$ cat config.mk
export PLATFORM = sky130hd
export DESIGN_NAME = efc_lane
export DESIGN_NICKNAME = d
export VERILOG_FILES = /design/src/rtl/efc_pkg.sv /design/src/rtl/efc_lane.sv
export SDC_FILE = /design/constraint.sdc
export NUM_CORES = 2
export LEC_CHECK = 0
export BUFFER_PORTS_ARGS = -buffer_cell sky130_fd_sc_hd__buf_2
export CORE_MARGIN = 5
export CORE_UTILIZATION = 31
export CTS_BUF_LIST = sky130_fd_sc_hd__clkbuf_8
export DETAILED_ROUTE_END_ITERATION = 10
export PLACE_DENSITY_LB_ADDON = 0.1
export SETUP_SLACK_MARGIN = 0.2
export SLEW_MARGIN = 20
export SYNTH_ARGS = -nofsm -noshare
export SYNTH_HDL_FRONTEND = slang
export SYNTH_SLANG_ARGS = --single-unit
$ cat constraint.sdc
create_clock -name clk -period 11.82 [get_ports clk]
set_input_delay 1.182 -clock clk [delete_from_list [all_inputs] [get_ports clk]]
set_output_delay 1.182 -clock clk [all_outputs]
set_load 0.05 [all_outputs]
$ cat src/rtl/efc_pkg.sv
// Shared types and constants for the equal-power crossfade unit.
`default_nettype none

package efc_pkg;

    localparam int SAMPLE_W   = 24;
    localparam int GAIN_W     = 16;
    localparam int POS_W      = 10;
    localparam int Q_SHIFT    = 15;
    localparam int PROD_W     = SAMPLE_W + GAIN_W + 1;
    localparam int SUM_W      = PROD_W + 1;

    localparam logic [63:0] HALF_PI_Q30 = 64'd1686629713;
    localparam logic [63:0] ONE_Q30     = 64'd1073741824;
    localparam logic [63:0] ROUND_Q30   = 64'd536870912;
    localparam logic [63:0] ROUND_Q15   = 64'd16384;
    localparam logic [63:0] GAIN_UNITY  = 64'd32768;
    localparam int          SERIES_TERMS = 12;

    localparam logic [63:0] SERIES_DEN [SERIES_TERMS] = '{
        64'd2,   64'd12,  64'd30,  64'd56,  64'd90,  64'd132,
        64'd182, 64'd240, 64'd306, 64'd380, 64'd462, 64'd552
    };

    localparam logic signed [SAMPLE_W-1:0] SAMPLE_MAX = 24'sh7FFFFF;
    localparam logic signed [SAMPLE_W-1:0] SAMPLE_MIN = 24'sh800000;

    typedef logic signed [SAMPLE_W-1:0] sample_t;
    typedef logic        [GAIN_W-1:0]   gain_t;

    typedef struct packed {
        sample_t out_left;
        sample_t out_right;
        sample_t in_left;
        sample_t in_right;
    } sample_set_t;

    typedef struct packed {
        gain_t fade_out;
        gain_t fade_in;
    } gain_pair_t;

endpackage

`default_nettype wire

$ cat src/rtl/efc_lane.sv
// One channel lane: weighted products, Q15 rounding and 24-bit saturation.
`default_nettype none

module efc_lane (
    input  wire logic                clk,
    input  wire logic                en,
    input  wire efc_pkg::sample_t    sample_out,
    input  wire efc_pkg::sample_t    sample_in,
    input  wire efc_pkg::gain_pair_t gains,
    output efc_pkg::sample_t         mixed
);

    localparam int PW = efc_pkg::PROD_W;
    localparam int SW = efc_pkg::SUM_W;
    localparam int QSW = SW - efc_pkg::Q_SHIFT;

    logic signed [PW-1:0]  prod_out_reg;
    logic signed [PW-1:0]  prod_in_reg;
    logic signed [SW-1:0]  sum;
    logic signed [QSW-1:0] quot;

    always_ff @(posedge clk)
    begin
        if (en)
        begin
            prod_out_reg <= PW'(sample_out * $signed({1'b0, gains.fade_out}));
            prod_in_reg  <= PW'(sample_in * $signed({1'b0, gains.fade_in}));
        end
    end

    always_comb
    begin
        sum  = SW'(prod_out_reg) + SW'(prod_in_reg) + SW'(efc_pkg::ROUND_Q15);
        quot = sum[SW-1:efc_pkg::Q_SHIFT];
        if (quot > QSW'(efc_pkg::SAMPLE_MAX))
        begin
            mixed = efc_pkg::SAMPLE_MAX;
        end
        else if (quot < QSW'(efc_pkg::SAMPLE_MIN))
        begin
            mixed = efc_pkg::SAMPLE_MIN;
        end
        else
        begin
            mixed = quot[efc_pkg::SAMPLE_W-1:0];
        end
    end

endmodule

`default_nettype wire

==> impl_metrics.csv <==
group,metric,value,unit
drt,wirelength,82500,um
cells_and_area,final_nets,4698,
sta,rsz0062_at_grt,"false",
clock_tree,cts_htree_levels,3,
floorplanning,core,105000,um^2
drt,firstDrtPassIters,5,
drt,drc,0,
cells_and_area,layout-drive-gt1-share,0.0399,
setup_path,endpoint_kind,"flop",
clock_tree,clkTransAtPathRegs,90,ps
floorplanning,die_area,113000,um^2
yosys,syn_avg_cell_area,9.15,um^2
grt,grt_pass1_vias,25100,
setup_path,critPathLaunchType,"input pin",
yosys,synth_top_area_frac,0.460,
floorplanning,start_util,0.312,
sta,finalSetupViolations,0,
clock_tree,cts_tree,"done",
clock_tree,numCtsBuffers,9,
yosys,synthArstFlopShare,0,
setup_path,cp_cell_sequence,"buf_2, and2_1, inv_1, fa_1, inv_1, fa_1, fa_1, fa_1, fa_1, inv_1, fa_1, inv_1, ha_1, a2111oi_0, a21oi_1, a211oi_1, o21ai_0, nor4_1, o311ai_1, a21o_1, a21oi_1, xnor2_1",
run,maxCapViolCount,0,
clock_tree,root_buffer,"clkbuf_8",
sta,hold_viol,0,
sta,final.setup.tns,0,ps
yosys,netlist_instances,3586,
yosys,ys_seq_area_frac,0.0750,
floorplanning,die_h,335,um
grt,grt-ovfl-total,0,
yosys,synth.area.top_cells,"fa_1 46%, inv_1 11%, ha_1 11%, edfxtp_1 7.5%, nand2_1 5.9%",
min_path,hp-class,"in2reg",
drt,num_vias,22700,
clock_tree,clock_sinks,82,
yosys,synth_area,32800,um^2
clock_tree,hold_buffers,0,
clock_tree,cts_resized,0,
yosys,ys.flop_type,"edfxtp_1",
min_path,holdPathStages,1,
setup_path,crit_path_max_fanout,24,
grt,grt_max_degree,57,
sta,max_freq,126,MHz
sta,layout_worst_path_cycle_share,0.672,
placement,port_buffers,105,
placement,dpl.hpwl,69600,um
yosys,synth_fp_nets,4703,
sta,worstMarginPinSlew,779,ps
setup_path,cpPeakStageDelay,580,ps
setup_path,crit_arrival,8070,ps
grt,grt_usage,0.152,
floorplanning,die_w,335,um
yosys,synth_top_cell_by_area,"fa_1",
grt,antenna_found_initial,2,
outcome,outcome,"completed",
floorplanning,rows,119,
sta,max-slew-margin-rel,0.481,
min_path,hp-start,"en",
yosys,yosysWarnings,0,
sta,layout_min_cycle_time,7940,ps
placement,gp_congestion,0.792,
drt,avgViaCountPerCell,4.57,
setup_path,critical_path.slowest_cell,"fa_1",
clock_tree,clk_path_buf_depth,2,
clock_tree,postCtsSetupBuffers,0,
min_path,min_to,"prod_out_reg[4]",
setup_path,worst_ep_required_time,11950,ps
setup_path,critical_path_class,"in2reg",
yosys,synth.distinct_cells,70,
yosys,synth_seq_cells,82,
drt,ant_nets,0,
sta,finalMaxSlewViolations,0,
yosys,synth_edf_count,82,
floorplanning,io_pins,106,
grt,grt_pass1_wl,137000,um
setup_path,crit_path_frequent_cell,"fa_1",
cells_and_area,area_growth,6.19,%
drt,drt-initial-drc-count,790,
drt,wl_per_cell,16.6,um
[worst max path at each step]
stage	from	to	slack, ps	cells after the start
2_1_floorplan	sample_out[23]	prod_out_reg[40]	4630	21
3_3_place_gp	gains[2]	prod_in_reg[38]	3460	23
3_5_place_dp	gains[2]	prod_in_reg[38]	3510	23
4_1_cts	gains[2]	prod_in_reg[38]	3930	23
5_1_grt	gains[19]	prod_out_reg[40]	3440	22
6_report	gains[19]	prod_out_reg[40]	3880	22
[metrics by stage]
stage	setup slack, ps	area (um^2)	hold WS (ps)	util	std cells
finish	3880	34900	1230	0.331	4978
global route	3440	34900	1210	0.331	4978
CTS	3930	34800	1210	0.331	4975
detailed placement	3510	34600	1640	0.329	4960
global placement	3460	34600	1640	0.329	4960
floorplan	4630	32800	1290	-	3586
[kinds of logic (layout without fill, tap and decap cells)]
family	after synthesis	after routing	synth area share
buf+inv	1072	1071	0.123
fa+ha+maj	1035	1035	0.567
mux	1	1	0.000305
other cells	0	2	0
flops	82	82	0.0750
simple gates	978	978	0.142
compound gates	321	321	0.0665
xor+xnor	97	97	0.0263
[routing by layer]
metal | GRT usage | routed length, um | share of wire
met5 | 0 | 0 | 0
met4 | 0.0144 | 592 | 0.0072
met3 | 0.0124 | 1740 | 0.021
met2 | 0.282 | 43500 | 0.53
met1 | 0.203 | 36600 | 0.44
[synth_stat cells (2+ instances only)]
master / instances
nor3_1: 22
ha_1: 281
o211ai_1: 5
o31a_1: 2
a311oi_1: 2
xnor2_1: 71
a311oi_2: 2
nand2b_1: 11
buf_6: 2
edfxtp_1: 82
and3_1: 6
a21o_1: 58
a221oi_1: 9
xor2_1: 24
o21a_1: 18
a2111oi_0: 3
nand4_1: 12
o2111ai_1: 3
a22o_1: 2
nor2b_1: 10
o21ai_1: 3
or3_1: 5
o21bai_2: 2
o21bai_1: 13
fa_1: 754
a211oi_1: 16
a31oi_1: 8
and4_1: 5
o211a_1: 3
nand2_1: 520
a31oi_2: 2
nor2_1: 54
nor3b_1: 2
o311ai_0: 2
o31ai_1: 3
a211o_1: 3
nand3_1: 21
clkbuf_1: 121
inv_1: 947
a21boi_0: 4
and2_1: 302
a21oi_1: 84
o21ai_0: 59
buf_2: 2
[cell usage in the layout (no fill, tap or decap), drive strengths merged, types with 5 or more instances in the layout]
| cell | count |
|---|---|
| nand2b | 11 |
| a211oi | 17 |
| nor3 | 22 |
| edfxtp | 82 |
| nor2 | 54 |
| nor2b | 11 |
| and3 | 6 |
| o21bai | 15 |
| xor2 | 25 |
| xnor2 | 72 |
| and4 | 5 |
| or3 | 5 |
| inv | 947 |
| and2 | 302 |
| a221oi | 9 |
| fa | 754 |
| a21oi | 84 |
| a31oi | 10 |
| a21o | 58 |
| nand2 | 521 |
| o21ai | 63 |
| nand3 | 21 |
| ha | 281 |
| nand4 | 12 |
| o211ai | 5 |
| buf | 109 |
| o21a | 18 |
| clkbuf | 9 |
[area by class of cell]
cell class              instances  area, um^2
well taps                    1391        1740
clock inverters                 6        82.6
repair buffers                109         566
fillers                     11200       70400
clock buffers                   9         124
inverters                     947        3550
flip-flops and latches         82        2460
diodes                          2        5.00
multi-input cells            2432       26300
[worst max-delay path: cells and delay by family]
kind | cells | cell delay [ps]
buf+inv | 5 | 700
compound gates | 7 | 1940
simple gates | 2 | 770
xor+xnor | 1 | 90
fa+ha+maj | 7 | 3370
Power is not shown: default switching activity piles up to over one toggle a cycle in this logic, so the estimate is an artifact.
