### config.mk
export PLATFORM = sky130hd
export DESIGN_NAME = efc_index
export DESIGN_NICKNAME = d
export VERILOG_FILES = /design/src/rtl/efc_pkg.sv /design/src/rtl/efc_index.sv
export SDC_FILE = /design/constraint.sdc
export NUM_CORES = 1
export LEC_CHECK = 0
export ABC_AREA = 1
export BUFFER_PORTS_ARGS = -buffer_cell sky130_fd_sc_hd__buf_2
export CAP_MARGIN = 40
export CORE_UTILIZATION = 40
export CTS_BUF_LIST = sky130_fd_sc_hd__clkbuf_4
export DETAILED_ROUTE_END_ITERATION = 10
export PLACE_DENSITY_LB_ADDON = 0.05
export REMOVE_ABC_BUFFERS = 1
export SYNTH_ARGS = -nofsm -noshare
export SYNTH_HDL_FRONTEND = slang
export SYNTH_SLANG_ARGS = --single-unit
### constraint.sdc
create_clock -name clk -period 2.85 [get_ports clk]
set_clock_uncertainty 0.05 [all_clocks]
set_input_delay 0.4275 -clock clk [delete_from_list [all_inputs] [get_ports clk]]
set_output_delay 0.4275 -clock clk [all_outputs]
set_load 0.01 [all_outputs]
### src/rtl/efc_pkg.sv
// Shared types and constants for the equal-power crossfade unit.
`default_nettype none

package efc_pkg;

    localparam int SAMPLE_W   = 24;
    localparam int GAIN_W     = 16;
    localparam int POS_W      = 10;
    localparam int Q_SHIFT    = 15;
    localparam int PROD_W     = SAMPLE_W + GAIN_W + 1;
    localparam int SUM_W      = PROD_W + 1;

    localparam logic [63:0] HALF_PI_Q30 = 64'd1686629713;
    localparam logic [63:0] ONE_Q30     = 64'd1073741824;
    localparam logic [63:0] ROUND_Q30   = 64'd536870912;
    localparam logic [63:0] ROUND_Q15   = 64'd16384;
    localparam logic [63:0] GAIN_UNITY  = 64'd32768;
    localparam int          SERIES_TERMS = 12;

    localparam logic [63:0] SERIES_DEN [SERIES_TERMS] = '{
        64'd2,   64'd12,  64'd30,  64'd56,  64'd90,  64'd132,
        64'd182, 64'd240, 64'd306, 64'd380, 64'd462, 64'd552
    };

    localparam logic signed [SAMPLE_W-1:0] SAMPLE_MAX = 24'sh7FFFFF;
    localparam logic signed [SAMPLE_W-1:0] SAMPLE_MIN = 24'sh800000;

    typedef logic signed [SAMPLE_W-1:0] sample_t;
    typedef logic        [GAIN_W-1:0]   gain_t;

    typedef struct packed {
        sample_t out_left;
        sample_t out_right;
        sample_t in_left;
        sample_t in_right;
    } sample_set_t;

    typedef struct packed {
        gain_t fade_out;
        gain_t fade_in;
    } gain_pair_t;

endpackage

`default_nettype wire

### src/rtl/efc_index.sv
// Pipelined table index unit: position times table size over length, one quotient bit a stage.
`default_nettype none

module efc_index #(
    parameter int FADE_TABLE_SIZE = 1024
) (
    input  wire logic                               clk,
    input  wire logic                               en,
    input  wire logic [efc_pkg::POS_W-1:0]          fade_position,
    input  wire logic [efc_pkg::POS_W-1:0]          fade_length,
    output logic      [$clog2(FADE_TABLE_SIZE)-1:0] idx
);

    localparam int QW = $clog2(FADE_TABLE_SIZE);
    localparam int DW = QW + efc_pkg::POS_W;
    localparam int PW = efc_pkg::POS_W;

    typedef struct packed {
        logic [PW-1:0] rem;
        logic [QW-1:0] low;
        logic [QW-1:0] quo;
        logic [PW-1:0] len;
        logic          sat;
    } div_stage_t;

    div_stage_t stage_reg  [QW+1];
    div_stage_t stage_next [QW+1];

    logic [PW-1:0] len_clamped;
    logic [DW-1:0] dividend;

    always_comb
    begin
        if (int'(fade_length) > FADE_TABLE_SIZE - 1)
        begin
            len_clamped = PW'(FADE_TABLE_SIZE - 1);
        end
        else if (fade_length == '0)
        begin
            len_clamped = PW'(1);
        end
        else
        begin
            len_clamped = fade_length;
        end
        dividend = DW'(fade_position) * DW'(FADE_TABLE_SIZE);

        stage_next[0].rem = dividend[QW+PW-1:QW];
        stage_next[0].low = dividend[QW-1:0];
        stage_next[0].quo = '0;
        stage_next[0].len = len_clamped;
        stage_next[0].sat = (fade_position >= len_clamped);
    end

    for (genvar i = 1; i <= QW; i++)
    begin : g_step
        logic [PW:0] trial;
        logic        take;
        logic [PW:0] diff;

        always_comb
        begin
            trial = {stage_reg[i-1].rem, stage_reg[i-1].low[QW-1]};
            take  = (trial >= {1'b0, stage_reg[i-1].len});
            diff  = trial - {1'b0, stage_reg[i-1].len};

            stage_next[i].rem = take ? diff[PW-1:0] : trial[PW-1:0];
            stage_next[i].low = {stage_reg[i-1].low[QW-2:0], 1'b0};
            stage_next[i].quo = {stage_reg[i-1].quo[QW-2:0], take};
            stage_next[i].len = stage_reg[i-1].len;
            stage_next[i].sat = stage_reg[i-1].sat;
        end
    end

    always_ff @(posedge clk)
    begin
        if (en)
        begin
            for (int i = 0; i <= QW; i++)
            begin
                stage_reg[i] <= stage_next[i];
            end
        end
    end

    assign idx = stage_reg[QW].sat ? QW'(FADE_TABLE_SIZE - 1) : stage_reg[QW].quo;

endmodule

`default_nettype wire

==> run_results.csv <==
group,metric,value,unit
flow_run,maxCapViolations,0,
critical_path,critPathRequiredTime,3.26,ns
timing,period_needed,2.28,ns
routing,dr.first_iter.drc_count,449,
clock_network,clk_latency,0.75,ns
floorplan,die_x,194,um
synthesis,main_area_contributors_after_synthesis,"edfxtp_1, nand2_1, ha_1",
power_and_ir_drop,ir_worst_vdd,0.390,mV
synthesis,asyncSetResetFlopFracSynth,0,
critical_path,crit_family,"simple AND/OR/NAND/NOR gates",
grt,grt.overflow.total,0,
floorplan,die_height,194,um
synthesis,postSynthAreaPerCell,9.27,um2
floorplan,design.die.area,37700,um2
synthesis,synthesis.instances,1595,
clock_network,cts-htree-levels,3,
final_layout,final_layout_size_suffix_gt1_frac,0.114,
timing,max_slew_margin,0.574,
timing,tns,0,ns
final_layout,nFillCells,3587,
timing,achievable-frequency,439,MHz
routing,ant_nets,0,
critical_path,critPathCaptureType,"flip-flop",
synthesis,synth.yosys.seq_area_share,0.540,
critical_path,crit_path_start,"stage_reg[4][3]",
critical_path,timing.critical_path.mode_cell,"nand2_1",
critical_path,critical_path_buffers_and_inverters,2,
critical_path,worst_setup_path_start_kind,"flip-flop",
floorplan,io-pin-count,32,
critical_path,critical_path.slowest_cell,"edfxtp_1",
critical_path,path_cells,"inv_1, ha_1, nand3_1, nand2_1, nand2_1, nand2_1, nand2_1, nand2_2, inv_2, nand2_1, nand2_1",
grt,grt_first_pass_wirelength,52.0,mm
timing,final-max-slew-violation-count,0,
synthesis,number_of_synthesized_flops_with_an_enable_pin,266,
final_layout,areaGrowthSynthToFinish,12.2,%
grt,largest_net_degree_at_the_start_of_global_routing,59,
routing,postRouteWirelength,32.0,mm
synthesis,synth.cell_area,14800,um2
timing,tightestPinTransition,0.632,ns
synthesis,yosys.cell_types.count,32,
critical_path,critPathArrivalTime,2.69,ns
grt,grt_pass1_vias,10200,
floorplan,core.rowCount,70,
clock_network,worst_setup_hold_path_clk_slew,0.06,ns
timing,hold_viol,0,
outcome,run_status,"complete, no violations",
clock_network,cts.sink_count,266,
timing,final_critical_path_share_of_the_clock_period,0.799,
critical_path,regToRegStartpoint,"stage_reg[4][3]",
min_path,worst_hold_startpoint,"en",
clock_network,clock-root-buffer,"clkbuf_4",
synthesis,yosys_register_bits,266,
timing,final-setup-viol-count,0,
routing,routedWlPerCell,14.3,um
placement,numPortBuffers,31,
routing,detail_route.vias_per_cell,4.60,
grt,grtUsageTotal,0.177,
final_layout,largest_reg_flops,266,
clock_network,max-clock-path-buffers,3,
power_and_ir_drop,total_leakage_power,7.94,nW
routing,drc_violations,0,
synthesis,netlist.area_leader.share,0.540,
final_layout,layout_commonest_cell,"nand2_1",
synthesis,synthDominantAreaCellType,"edfxtp_1",
min_path,min_path_type,"in -> reg",
critical_path,setup.worst_path.class,"reg -> reg",
grt,antenna_found_initial,1,
synthesis,synthFlopType,"edfxtp_1",
critical_path,critPathMaxStageDelay,0.42,ns
final_layout,mostFrequentLayoutCells,"nand2_1, inv_1, edfxtp_1, ha_1, clkbuf_4",
clock_network,tritoncts,"built",
routing,dr.pass1.iters,5,
power_and_ir_drop,power_density,863,nW/um2
placement,detailedPlacementHpwl,23.9,mm
critical_path,timing.critical_path.fanout_max,12,
final_layout,design.final.nets,1852,
placement,gp_routability_congestion,0.850,
synthesis,ys_warn_count,0,
floorplan,core,36500,um2
floorplan,initial_core_util,0.405,
routing,route.vias.total,10300,
power_and_ir_drop,total_power,14.3,mW
timing,rsz0062_at_grt,"false",
clock_network,post_cts_resized,0,
clock_network,cts_made_buffers,77,
==> cell usage after synthesis, drive strengths merged (11+ instances only) <==
library cell    n
a21oi          46
buf            11
edfxtp        266
ha            109
inv           284
nand2         550
nand3         102
nor2           89
nor3           17
o21ai          21
or2            16
xor2           18
==> cell type report <==
class                   count  area [um2]  share of cell area
repair buffers             58         455              0.0275
inverters                 284        1070              0.0643
clock buffers             100         751              0.0453
clock inverters            34         161             0.00973
multi-input cells        1025        5570               0.336
flip-flops and latches    266        7990               0.482
well taps                 468         586              0.0353
diodes                      1        2.50            0.000151
==> repair_timing <==
item / 4_1_cts / 5_1_grt
hold endpoints to repair: 20 / 0
setup buffers: 0 / 0
hold buffers: 20 / 0
==> through the flow <==
stage	cell area [um2]	util	hold WS (ns)	setup slack [ns]	instances
floorplan	14600	-	0.350	1.04	1575
global placement	15500	0.423	0.351	0.513	2081
detailed placement	15500	0.423	0.355	0.518	2081
CTS	16600	0.454	0.0139	0.514	2235
global route	16600	0.454	0.0374	0.349	2236
finish	16600	0.454	0.0806	0.574	2236
==> cell families (layout without fill, tap and decap cells) <==
| family | after synthesis | in the layout | share of synthesized area |
|---|---|---|---|
| xor+xnor | 27 | 27 | 0.0160 |
| compound gates | 81 | 81 | 0.0310 |
| buf+inv | 304 | 476 | 0.0828 |
| other cells | 0 | 1 | 0 |
| fa+ha+maj | 118 | 118 | 0.104 |
| flops | 266 | 266 | 0.540 |
| simple gates | 799 | 799 | 0.225 |
==> metal layers <==
layer	track usage	vias up	routed length (um)
li1	-	5451	-
met4	0.0800	0	948
met2	0.293	150	15200
met3	0.0360	68	1190
met5	0	-	0
met1	0.223	4617	14700
==> power by group <==
part	internal [mW]	switching [mW]
Sequential	5.38	0.447
Combinational	1.84	3.31
Clock	1.66	1.67
==> path summary, 6_finish.rpt <==
path / slack [ns] / end / cells past startpoint
min reg2reg: 0.36 / stage_reg[9][13] / 0
max: 0.57 / stage_reg[5][34] / 11
max reg2reg: 0.57 / stage_reg[5][34] / 11
min: 0.08 / stage_reg[0][1] / 1
No activity file was read; power rests on OpenSTA's default activity.
